File: src/ict_pkg.sv
// ----------------------------------------------------------------------------
// ict_pkg
// Shared types for the interval coalescing table: cell opcodes, per-cell
// status flags and the chain-wide merge decision.
// ----------------------------------------------------------------------------
package ict_pkg;

    typedef enum logic [1:0] {
        CELL_HOLD = 2'd0,
        CELL_CMP  = 2'd1,
        CELL_UPD  = 2'd2,
        CELL_ROT  = 2'd3
    } cell_op_t;

    // Status one cell shows to its neighbors and to the chain control.
    typedef struct packed {
        logic valid;
        logic below;    // interval ends more than one below the value
        logic touch;    // interval overlaps or abuts the value
    } ict_flags_t;

    // Decision taken over the whole chain for one add.
    typedef struct packed {
        logic notouch;  // no interval touches: insert a new one
        logic merge2;   // two intervals touch: bridge them
        logic full;     // last cell occupied
    } ict_glob_t;

endpackage

File: src/ict_cell.sv
// ----------------------------------------------------------------------------
// ict_cell
// One slot of the interval chain: holds one interval, compares it against
// the broadcast value and takes data from itself, a neighbor or the value.
// ----------------------------------------------------------------------------
module ict_cell
    import ict_pkg::*;
#(
    parameter int VALUE_BITS = 31
)
(
    input  logic                  clk,
    input  logic                  rst_n,
    input  cell_op_t              op,
    input  ict_glob_t             glob,
    input  logic [VALUE_BITS-1:0] value,
    input  logic [VALUE_BITS-1:0] left_start,
    input  logic [VALUE_BITS-1:0] left_end,
    input  ict_flags_t            left_flags,
    input  logic [VALUE_BITS-1:0] right_start,
    input  logic [VALUE_BITS-1:0] right_end,
    input  ict_flags_t            right_flags,
    input  logic [VALUE_BITS-1:0] wrap_start,
    input  logic [VALUE_BITS-1:0] wrap_end,
    output logic [VALUE_BITS-1:0] start_q,
    output logic [VALUE_BITS-1:0] end_q,
    output ict_flags_t            flags
);

    logic [VALUE_BITS-1:0] start_reg, start_next;
    logic [VALUE_BITS-1:0] end_reg, end_next;
    logic                  valid_reg, valid_next;
    logic                  below_reg, below_next;
    logic                  touch_reg, touch_next;

    logic [VALUE_BITS:0] end_plus1;
    logic [VALUE_BITS:0] value_plus1;
    logic                cmp_below;
    logic                cmp_touch;

    // One extra bit so that +1 never wraps.
    assign end_plus1   = {1'b0, end_reg} + {{VALUE_BITS{1'b0}}, 1'b1};
    assign value_plus1 = {1'b0, value} + {{VALUE_BITS{1'b0}}, 1'b1};
    assign cmp_below   = valid_reg && (end_plus1 < {1'b0, value});
    assign cmp_touch   = valid_reg && !cmp_below && ({1'b0, start_reg} <= value_plus1);

    always_comb
    begin
        start_next = start_reg;
        end_next   = end_reg;
        valid_next = valid_reg;
        below_next = below_reg;
        touch_next = touch_reg;
        case (op)
            CELL_CMP:
            begin
                below_next = cmp_below;
                touch_next = cmp_touch;
            end
            CELL_UPD:
            begin
                if (glob.notouch)
                begin
                    // insert: open a slot at the first cell not below the value
                    if (!glob.full && !below_reg)
                    begin
                        if (left_flags.below)
                        begin
                            start_next = value;
                            end_next   = value;
                            valid_next = 1'b1;
                        end
                        else
                        begin
                            start_next = left_start;
                            end_next   = left_end;
                            valid_next = left_flags.valid;
                        end
                    end
                end
                else if (glob.merge2)
                begin
                    if (touch_reg && right_flags.touch)
                    begin
                        end_next = right_end;
                    end
                    else if ((touch_reg && left_flags.touch) || (!below_reg && !touch_reg))
                    begin
                        // close the gap left by the absorbed interval
                        start_next = right_start;
                        end_next   = right_end;
                        valid_next = right_flags.valid;
                    end
                end
                else if (touch_reg)
                begin
                    if (value < start_reg)
                        start_next = value;
                    if (value > end_reg)
                        end_next = value;
                end
            end
            CELL_ROT:
            begin
                // rotate the occupied prefix left by one
                if (valid_reg)
                begin
                    if (right_flags.valid)
                    begin
                        start_next = right_start;
                        end_next   = right_end;
                    end
                    else
                    begin
                        start_next = wrap_start;
                        end_next   = wrap_end;
                    end
                end
            end
            default:
            begin
            end
        endcase
    end

    always_ff @(posedge clk or negedge rst_n)
    begin
        if (!rst_n)
        begin
            valid_reg <= 1'b0;
            below_reg <= 1'b0;
            touch_reg <= 1'b0;
        end
        else
        begin
            valid_reg <= valid_next;
            below_reg <= below_next;
            touch_reg <= touch_next;
        end
    end

    always_ff @(posedge clk)
    begin
        start_reg <= start_next;
        end_reg   <= end_next;
    end

    assign start_q     = start_reg;
    assign end_q       = end_reg;
    assign flags.valid = valid_reg;
    assign flags.below = below_reg;
    assign flags.touch = touch_reg;

endmodule

File: config.mk
export PLATFORM = sky130hd
export DESIGN_NAME = ict_cell
export DESIGN_NICKNAME = d
export VERILOG_FILES = /design/src/ict_pkg.sv /design/src/ict_cell.sv
export SDC_FILE = /design/constraint.sdc
export NUM_CORES = 1
export LEC_CHECK = 0
export BUFFER_PORTS_ARGS = -buffer_cell sky130_fd_sc_hd__buf_2
export CORE_ASPECT_RATIO = 0.8
export CORE_UTILIZATION = 53
export CTS_BUF_LIST = sky130_fd_sc_hd__clkbuf_4 sky130_fd_sc_hd__clkbuf_8
export DETAILED_ROUTE_END_ITERATION = 10
export HOLD_SLACK_MARGIN = 0.05
export PLACE_DENSITY = 0.83
export SLEW_MARGIN = 20
export SYNTH_ARGS = -nofsm -noshare
export SYNTH_HDL_FRONTEND = slang
export SYNTH_SLANG_ARGS = --single-unit
File: constraint.sdc
create_clock -name clk -period 10.8 [get_ports clk]
set_clock_uncertainty 0.05 [all_clocks]
set_input_delay 1.08 -clock clk [delete_from_list [all_inputs] [get_ports clk]]
set_output_delay 1.08 -clock clk [all_outputs]
set_load 0.03 [all_outputs]
# [Word-level counts from Yosys, hierarchy flattened]
# Index checks and enable logic that the tools add are counted.
[totals] in_bits=230 elab_cells=70 reg_bits=65 output_inout_bits=65
[classes] n_reduce_logical=18 eq_ne=13 mux=28 add_sub_neg=2 magnitude_cmp=4
[ops] cell="$mux W31" count=20
[ops] cell="$pmux W31 S2" count=2
[ops] cell="$add A31 B1 Y32 const B" count=2
[ops] cell="$le A31 B32 Y1" count=1
[ops] cell="$lt A32 B31 Y1" count=1
[ops] cell="$gt A31 B31 Y1" count=1
[ops] cell="$lt A31 B31 Y1" count=1
[ops] cell="$ne A4 B4 Y1 const B" count=5
[ops] cell="$logic_and A1 B1 Y1" count=7
[ops] cell="$reduce_and A7 Y1" count=1
[ops] cell="$mux W1" count=6
[ops] cell="$reduce_and A6 Y1" count=1
[ops] cell="$reduce_bool A2 Y1" count=3
[ops] cell="$ne A5 B5 Y1 const B" count=1
[ops] cell="$reduce_and A5 Y1" count=1
[ops] cell="$eq A2 B2 Y1 const B" count=2
[ops] cell="$logic_not A1 Y1" count=4
[ops] cell="$ne A2 B2 Y1 const B" count=2
[ops] cell="$ne A3 B3 Y1 const B" count=1
[ops] cell="$eq A2 B1 Y1 const B" count=1
[ops] cell="$ne A2 B1 Y1 const B" count=1
[ops] cell="$logic_or A1 B1 Y1" count=1

# [Logic depth before layout (Yosys ltp)]
# Gate-level depths: netlist of the first run.
[logic_depth] word_depth=8 depth_mapped=14 ltp_nobuf=13

# [Least setup slack after synthesis of the first run]
# Ideal clock, no wire load.
[synth_path] path_kind="input port to flip-flop" from="input value[30]" to="register end_reg[0], in the netlist end_q[0], enable pin" setup_slack_ps=6695 arrival_time_ps=3617 stages=7 required_ps=10312 path_buffers=0 setup_time_ps=438 cell_sequence="ha_1 -> nand4_1 -> nor4_1 -> nand3_1 -> a21oi_1 -> a311o_1 -> a31oi_1"
[synth_between] elab_chain_len=3
[synth_rtl] element="from (decl)" line="ict_cell.sv:16" rtl="input logic [VALUE_BITS-1:0] value,"
[synth_rtl] element="$gt A31 B31 Y1" line="ict_cell.sv:99" rtl="if (value > end_reg)"
[synth_rtl] element="$ne A4 B4 Y1 (no line)"
[synth_rtl] element="$reduce_and A6 Y1 (no line)"
[synth_rtl] element="to (signal assigned)" line="ict_cell.sv:145" rtl="end_reg <= end_next;"
[synth_rtl] element="to (decl)" line="ict_cell.sv:31" rtl="logic [VALUE_BITS-1:0] end_reg, end_next;"
# No other way between the ends.
# A chain may end at the register's enable or synchronous reset.

# [Worst setup path in the final report of the first run]
[layout_path] from="input value[2]" to="register touch_reg"
[layout_between] elab_chain_len=5 word_cells_on_any_way=7 classes_between="1 x add/sub; 2 x order compare; 4 x reduce/logical"
[layout_rtl] element="branches (longest 4 deep; another with $add A31 B1 Y32)"
[layout_rtl] element="$logic_and A1 B1 Y1 *" line="ict_cell.sv:45" rtl="assign cmp_touch = valid_reg && !cmp_below && ({1'b0, start_reg} <= value_plus1);"
[layout_rtl] element="to (signal assigned)" line="ict_cell.sv:138" rtl="touch_reg <= touch_next;"
[layout_rtl] element="to (decl)" line="ict_cell.sv:34" rtl="logic touch_reg, touch_next;"
# Every way passes the cells marked *.

==> flow_summary.ini, run 1 <==
[floorplan]
start_util = 0.5451
io_pins = 295
row_count = 42
die-width_um = 148.1
die_area_um2 = 17610
core_area_um2 = 16610
die_h_um = 118.9

[global_routing]
grt_pass1_vias = 9259
grt_pass1_wl_um = 47110
antenna_found_initial = 2
grt_max_degree = 94
track_usage = 0.3405
grt_overflow = 0

[cts]
cts_tree = yes
cts-resized-gates = 0
worstSkewPairLatency_ps = 370
cts_hold_buf = 0
root_buffer = clkbuf_8
cts_made_buffers = 9
postCtsSetupRepairBufs = 0
clock_sinks = 65
htreeDepth = 3
cts_buffer_depth = 2
path_clk_slew_ps = 80

[logic_synthesis]
yosysSeqAreaShare = 0.2140
syn_area_um2 = 9052
ys.flop_type = edfxtp_1
synthesis.instances = 1080
synthArstFlopShare = 0.04615
syn-num-nets = 1436
yosys_warnings = 0
synth_seq_cells = 65
synth_edf_count = 62
synth.avg_cell_area_um2 = 8.382
synth_cell_type_count = 62

[finish]
syn_to_final_growth_pct = 19.74
drive_above_1_share = 0.2513
final_area_um2 = 10840
final_cell_mix = 291 x buf_2, 126 x ha_1, 103 x a21oi_1
final_util = 0.6527
final_common_cell = buf_2
nFillCells = 1481
nets = 1688

[pwr]
sequentialPowerShare = 0.334
p_per_area_nw_per_um2 = 107.9
p_sw_frac = 0.4290
p_clk_frac = 0.182
internal_power_mw = 0.6680
p_leak_nw = 5.185
p_switching_mw = 0.5019
peakVddDrop_uv = 64.33
combinationalPowerShare = 0.484

[critical_path]
cp-end-kind = flop
worst_r2r_endpoint = below_reg
r2r_setup_slack_ps = 6910
rr_worst_depth = 11
path_class = input pin to flop
critical_path_arrival_ps = 4750
r2r_start = end_q[2]
crit_required_ps = 11000
cp-start-kind = input pin
critPathMaxFanout = 8

[sta]
slew_headroom = 0.3302
timing.final.hold_violations = 0
tightestPinTransition_ps = 1005
rsz0062_at_grt = no
min_period_over_period = 0.4215
worst_hold_slack_ps = 445.9
finalSetupViolations = 0
finalMaxSlewViolations = 0
period_needed_ps = 4552
fmax_mhz = 219.7
tns_ps = 0

[placement]
portBuffers = 293
place_area_um2 = 10620
hpwlAfterDp_um = 23240
place_congestion = 0.9654

[hold_path]
min_path_type = input pin to async pin

[detailed_routing]
drt_wl_total_um = 29880
avgViaCountPerCell = 6.178
drtIter0Drc = 1082
drc = 0
wire_per_inst_um = 19.17
ant_nets = 0
first_pass_iters = 5
vias = 9632

[run_status]
status = finished, final reports clean

[job]
drv_cap = 0
-- layout make-up --
cell class	count	area, um^2	share of cell area
Multi-Input combinational cell	858	6516	0.6012
Sequential cell	65	1937	0.1787
Timing Repair Buffer	301	1551	0.1431
Inverter	97	364.1	0.03359
Tap cell	220	275.3	0.02540
Clock buffer	12	146.4	0.01351
Clock inverter	4	43.79	0.004040
Antenna cell	2	5.005	0.0004617
-- synth_stat cells, types with 4 or more instances --
| master | n | area share |
|---|---|---|
| nand3_1 | 27 | 0.015 |
| a31oi_1 | 5 | 0.0035 |
| inv_1 | 95 | 0.039 |
| buf_1 | 8 | 0.0033 |
| nor2_1 | 53 | 0.022 |
| nor2b_1 | 72 | 0.050 |
| a21oi_1 | 103 | 0.057 |
| o311a_1 | 60 | 0.066 |
| o211ai_1 | 66 | 0.055 |
| and4_1 | 7 | 0.0068 |
| edfxtp_1 | 62 | 0.21 |
| nand2_1 | 74 | 0.031 |
| nand2b_1 | 5 | 0.0035 |
| ha_1 | 126 | 0.17 |
| buf_4 | 5 | 0.0041 |
| mux2i_1 | 60 | 0.066 |
| a221oi_1 | 4 | 0.0039 |
| xnor2_1 | 57 | 0.055 |
| nor3_1 | 7 | 0.0039 |
| clkbuf_1 | 44 | 0.018 |
| and3_1 | 5 | 0.0035 |
| nand4_1 | 34 | 0.023 |
| o21ai_0 | 22 | 0.012 |
| a211oi_1 | 7 | 0.0058 |
| a21o_1 | 19 | 0.016 |
-- logic make-up (layout without fill, tap and decap cells) --
| kind of cell | count (synthesis) | count (layout) | synth area share |
|---|---|---|---|
| muxes | 61 | 61 | 0.06759 |
| DFF | 65 | 65 | 0.2140 |
| other | 0 | 2 | 0 |
| adders and majority gates | 126 | 126 | 0.1742 |
| and+or+nand+nor | 309 | 309 | 0.1842 |
| xor gates and xnor gates | 58 | 58 | 0.05612 |
| buffers and inverters | 157 | 414 | 0.06828 |
| AOI/OAI and AO/OA | 304 | 304 | 0.2357 |
-- routing by layer --
layer | vias to the layer above | GRT usage | part of all wire
li1 | 4545 | - | -
met1 | 4519 | 0.4810 | 0.45
met2 | 524 | 0.5220 | 0.44
met3 | 44 | 0.06782 | 0.093
met4 | 0 | 0.1012 | 0.019
met5 | - | 0 | 0
-- power groups by stage --
| stage | Combinational, mW | Sequential, mW | Clock [mW] |
|---|---|---|---|
| finish | 0.566 | 0.391 | 0.213 |
| detailed placement | 0.558 | 0.394 | 0 |
| CTS | 0.561 | 0.389 | 0.217 |
| global route | 0.622 | 0.396 | 0.224 |
| floorplan | 0.309 | 0.445 | 0 |
| global placement | 0.541 | 0.394 | 0 |
-- through the flow --
step	power [mW]	cells	setup slack (ps)
6_report	1.170	1559	6248
4_1_cts	1.167	1556	6346
3_5_place_dp	0.9522	1540	5947
3_3_place_gp	0.9350	1540	6001
5_1_grt	1.242	1559	6050
2_1_floorplan	0.7543	1080	6695
-- critical path: stages --
cell and delay (ps):
buf_2 190, and4_4 280, and4_1 520, nand3_2 220
nor4_2 370, xnor2_1 120, ha_1 300, and4_1 190
nand4_1 180, nor4_1 690, nor3b_1 330, a211oi_1 100
a2bb2oi_1 170
-- how the worst max path moves through the flow --
stage / endpoint / from / slack, ps
6_report: touch_reg / value[2] / 6250
5_1_grt: touch_reg / value[2] / 6050
4_1_cts: touch_reg / value[2] / 6350
3_5_place_dp: touch_reg / value[2] / 5950
3_3_place_gp: touch_reg / value[2] / 6000
2_1_floorplan: end_q[0] / value[30] / 6690
Power figures use the tool's default switching activity.
==> run 2: changes to the inputs <==
--- a/config.mk
+++ b/config.mk
@@ -5,13 +5,14 @@
 export SDC_FILE = /design/constraint.sdc
 export NUM_CORES = 1
 export LEC_CHECK = 0
+export ABC_AREA = 1
 export BUFFER_PORTS_ARGS = -buffer_cell sky130_fd_sc_hd__buf_2
 export CORE_ASPECT_RATIO = 0.8
-export CORE_UTILIZATION = 53
+export CORE_UTILIZATION = 49
 export CTS_BUF_LIST = sky130_fd_sc_hd__clkbuf_4 sky130_fd_sc_hd__clkbuf_8
 export DETAILED_ROUTE_END_ITERATION = 10
 export HOLD_SLACK_MARGIN = 0.05
-export PLACE_DENSITY = 0.83
+export PLACE_DENSITY = 0.8
 export SLEW_MARGIN = 20
 export SYNTH_ARGS = -nofsm -noshare
 export SYNTH_HDL_FRONTEND = slang
==> constraint.sdc (replaced) <==
create_clock -name clk -period 4 [get_ports clk]
set_clock_uncertainty 0.05 [all_clocks]
set_input_delay 0.4 -clock clk [delete_from_list [all_inputs] [get_ports clk]]
set_output_delay 0.4 -clock clk [all_outputs]
set_load 0.03 [all_outputs]
==> run 2 against run 1 <==
Sequential share of layout area down 0.68 points. Wire length up 19%. First-iteration DRC count up 7.1%.
==> flow_summary.ini, run 2 <==
[run_status]
status = finished, final reports clean

[floorplan]
die-width_um = 156.2
start_util = 0.5069
io_pins = 295
row_count = 44
die_area_um2 = 19580
die_h_um = 125.4
core_area_um2 = 18390

[critical_path]
path_class = flop to flop
r2r_start = end_q[0]
cp_slowest_stage_delay_ps = 440
slowest_stage = edfxtp_1
worst-path-stages = 20
cp-start-kind = flop
cp_top_family = simple AND/OR/NAND/NOR gates
worst_r2r_endpoint = touch_reg
cp_cell_sequence = ha_1 > nand2_1 > nor2_1 > nand4_4 > nor2_4 > nand2_4 > nor2_4 > nand2_4 > nor2_4 > xor2_1 > ha_1 > nand2_1 > nor2_1 > a21boi_0 > nor2_1 > nor2_1 > nor2_1 > a21oi_1 > nand2_1 > nand2_1
path_common_cell = nor2_1
r2r_setup_slack_ps = 790
worst-path-buf-inv = 0
crit_required_ps = 4210
cp-end-kind = flop
critical_path_arrival_ps = 3430
critPathMaxFanout = 5
rr_worst_depth = 20

[hold_path]
min_path_type = input pin to flop
worst_hold_path.num_cells = 4
hp-start = op[0]
hold_end = touch_reg

[sta]
finalMaxSlewViolations = 0
timing.final.ws_setup_ps = 787.1
tightestPinTransition_ps = 996.4
rsz0062_at_grt = no
period_needed_ps = 3213
fmax_mhz = 311.2
finalSetupViolations = 0
min_period_over_period = 0.8032
timing.final.hold_violations = 0
slew_headroom = 0.3348
tns_ps = 0

[logic_synthesis]
synthArstFlopShare = 0.04615
yosys_warnings = 0
syn_area_um2 = 9320
synthesis.instances = 1407
yosysSeqAreaShare = 0.2078
syn-num-nets = 1763
synth.top_cells.by_count = 397 x nand2_1, 228 x inv_1, 149 x a21oi_1
synth_cell_type_count = 36
yosysTopAreaCellShare = 0.1998
synth.avg_cell_area_um2 = 6.624
synth_top_cell_by_area = edfxtp_1
synthMostInstantiatedCell = nand2_1
synth_seq_cells = 65
synth.top_cells.by_area = edfxtp_1 20%, ha_1 17%, nand2_1 16%, inv_1 9.2%, a21oi_1 8.0%
ys.flop_type = edfxtp_1
synth_edf_count = 62

[job]
drv_cap = 0

[detailed_routing]
first_pass_iters = 6
ant_nets = 0
wire_per_inst_um = 18.34
vias = 10971
avgViaCountPerCell = 5.679
drtIter0Drc = 1159
drt_wl_total_um = 35440
drc = 0

[global_routing]
grt_pass1_vias = 9882
track_usage = 0.3591
grt_pass1_wl_um = 53290
grt_max_degree = 95
antenna_found_initial = 5
grt_overflow = 0

[pwr]
p_leak_nw = 5.918
peakVddDrop_uv = 202.4
p_per_area_nw_per_um2 = 265.1

[cts]
clock_sinks = 65
cts_tree = yes
root_buffer = clkbuf_8
path_clk_slew_ps = 70
worstSkewPairLatency_ps = 370
cts_buffer_depth = 2
cts-resized-gates = 0
cts_made_buffers = 9
postCtsSetupRepairBufs = 0
htreeDepth = 3

[placement]
hpwlAfterDp_um = 28140
dp_slack_ps = 722.7
portBuffers = 293
place_congestion = 0.9967

[finish]
drive_above_1_share = 0.2133
final_util = 0.6130
nFillCells = 1777
syn_to_final_growth_pct = 20.93
final_cell_mix = 396 x nand2_1, 293 x buf_2, 228 x inv_1
nets = 2025
final_common_cell = nand2_1
run 2: cell type report:
| class | count | area (um^2) | area share |
|---|---|---|---|
| Sequential cell | 65 | 1937 | 0.1718 |
| Timing Repair Buffer | 306 | 1579 | 0.1401 |
| Multi-Input combinational cell | 1057 | 6321 | 0.5608 |
| Clock buffer | 12 | 146.4 | 0.01299 |
| Inverter | 230 | 863.3 | 0.07660 |
| Tap cell | 253 | 316.6 | 0.02809 |
| Clock inverter | 4 | 95.09 | 0.008437 |
| Antenna cell | 5 | 12.51 | 0.001110 |
run 2: worst max path at each step:
stage	startpoint	endpoint	slack [ps]
after floorplan	start_q[6]	start_q[0]	540
after global placement	value[0]	touch_reg	780
after detailed placement	value[0]	touch_reg	720
after CTS	end_q[0]	touch_reg	810
after global routing	end_q[0]	touch_reg	560
final	end_q[0]	touch_reg	790
run 2: through the flow:
stage,total power [mW],std cells,hold WS (ps),area (um^2)
5_1_grt,3.157,1931,309.1,11270
6_report,2.988,1932,320.9,11270
3_5_place_dp,2.257,1910,163.1,11010
3_3_place_gp,2.220,1910,160.8,11010
2_1_floorplan,1.762,1407,54.41,9320
4_1_cts,2.961,1927,310.3,11260
run 2: metal layers:
| metal | vias up | wire [um] | GRT usage |
|---|---|---|---|
| li1 | 5217 | - | - |
| met1 | 5020 | 15430 | 0.5233 |
| met2 | 661 | 14580 | 0.5179 |
| met3 | 71 | 4600 | 0.09740 |
| met4 | 2 | 809 | 0.08997 |
| met5 | - | 12 | 0 |
run 2: power by group:
| part | leakage, nW | switching [mW] | internal (mW) |
|---|---|---|---|
| logic | 5.17 | 0.854 | 0.451 |
| clock network | 0.125 | 0.275 | 0.434 |
| registers | 0.622 | 0.117 | 0.857 |
| total | 5.92 | 1.25 | 1.74 |
run 2: timing repair:
action                                  CTS  global route
endpoints found under the setup margin    0             0
hold buffers                              1             0
endpoints found under the hold margin     3             0
run 2: cells by family after synthesis:
kind of cell,Yosys count,synth area share
compound gates,309,0.1943
fa+ha+maj,126,0.1692
xor+xnor,53,0.04981
buf+inv,285,0.1165
flops,65,0.2078
simple gates,569,0.2625
run 2: worst register-to-register path, cell delays in order (launching register included):
cell	delay, ps
edfxtp_1	440
ha_1	200
nand2_1	100
nor2_1	190
nand4_4	170
nor2_4	200
nand2_4	80
nor2_4	120
nand2_4	80
nor2_4	120
xor2_1	160
ha_1	240
nand2_1	80
nor2_1	60
a21boi_0	120
nor2_1	100
nor2_1	60
nor2_1	240
a21oi_1	100
nand2_1	120
nand2_1	60
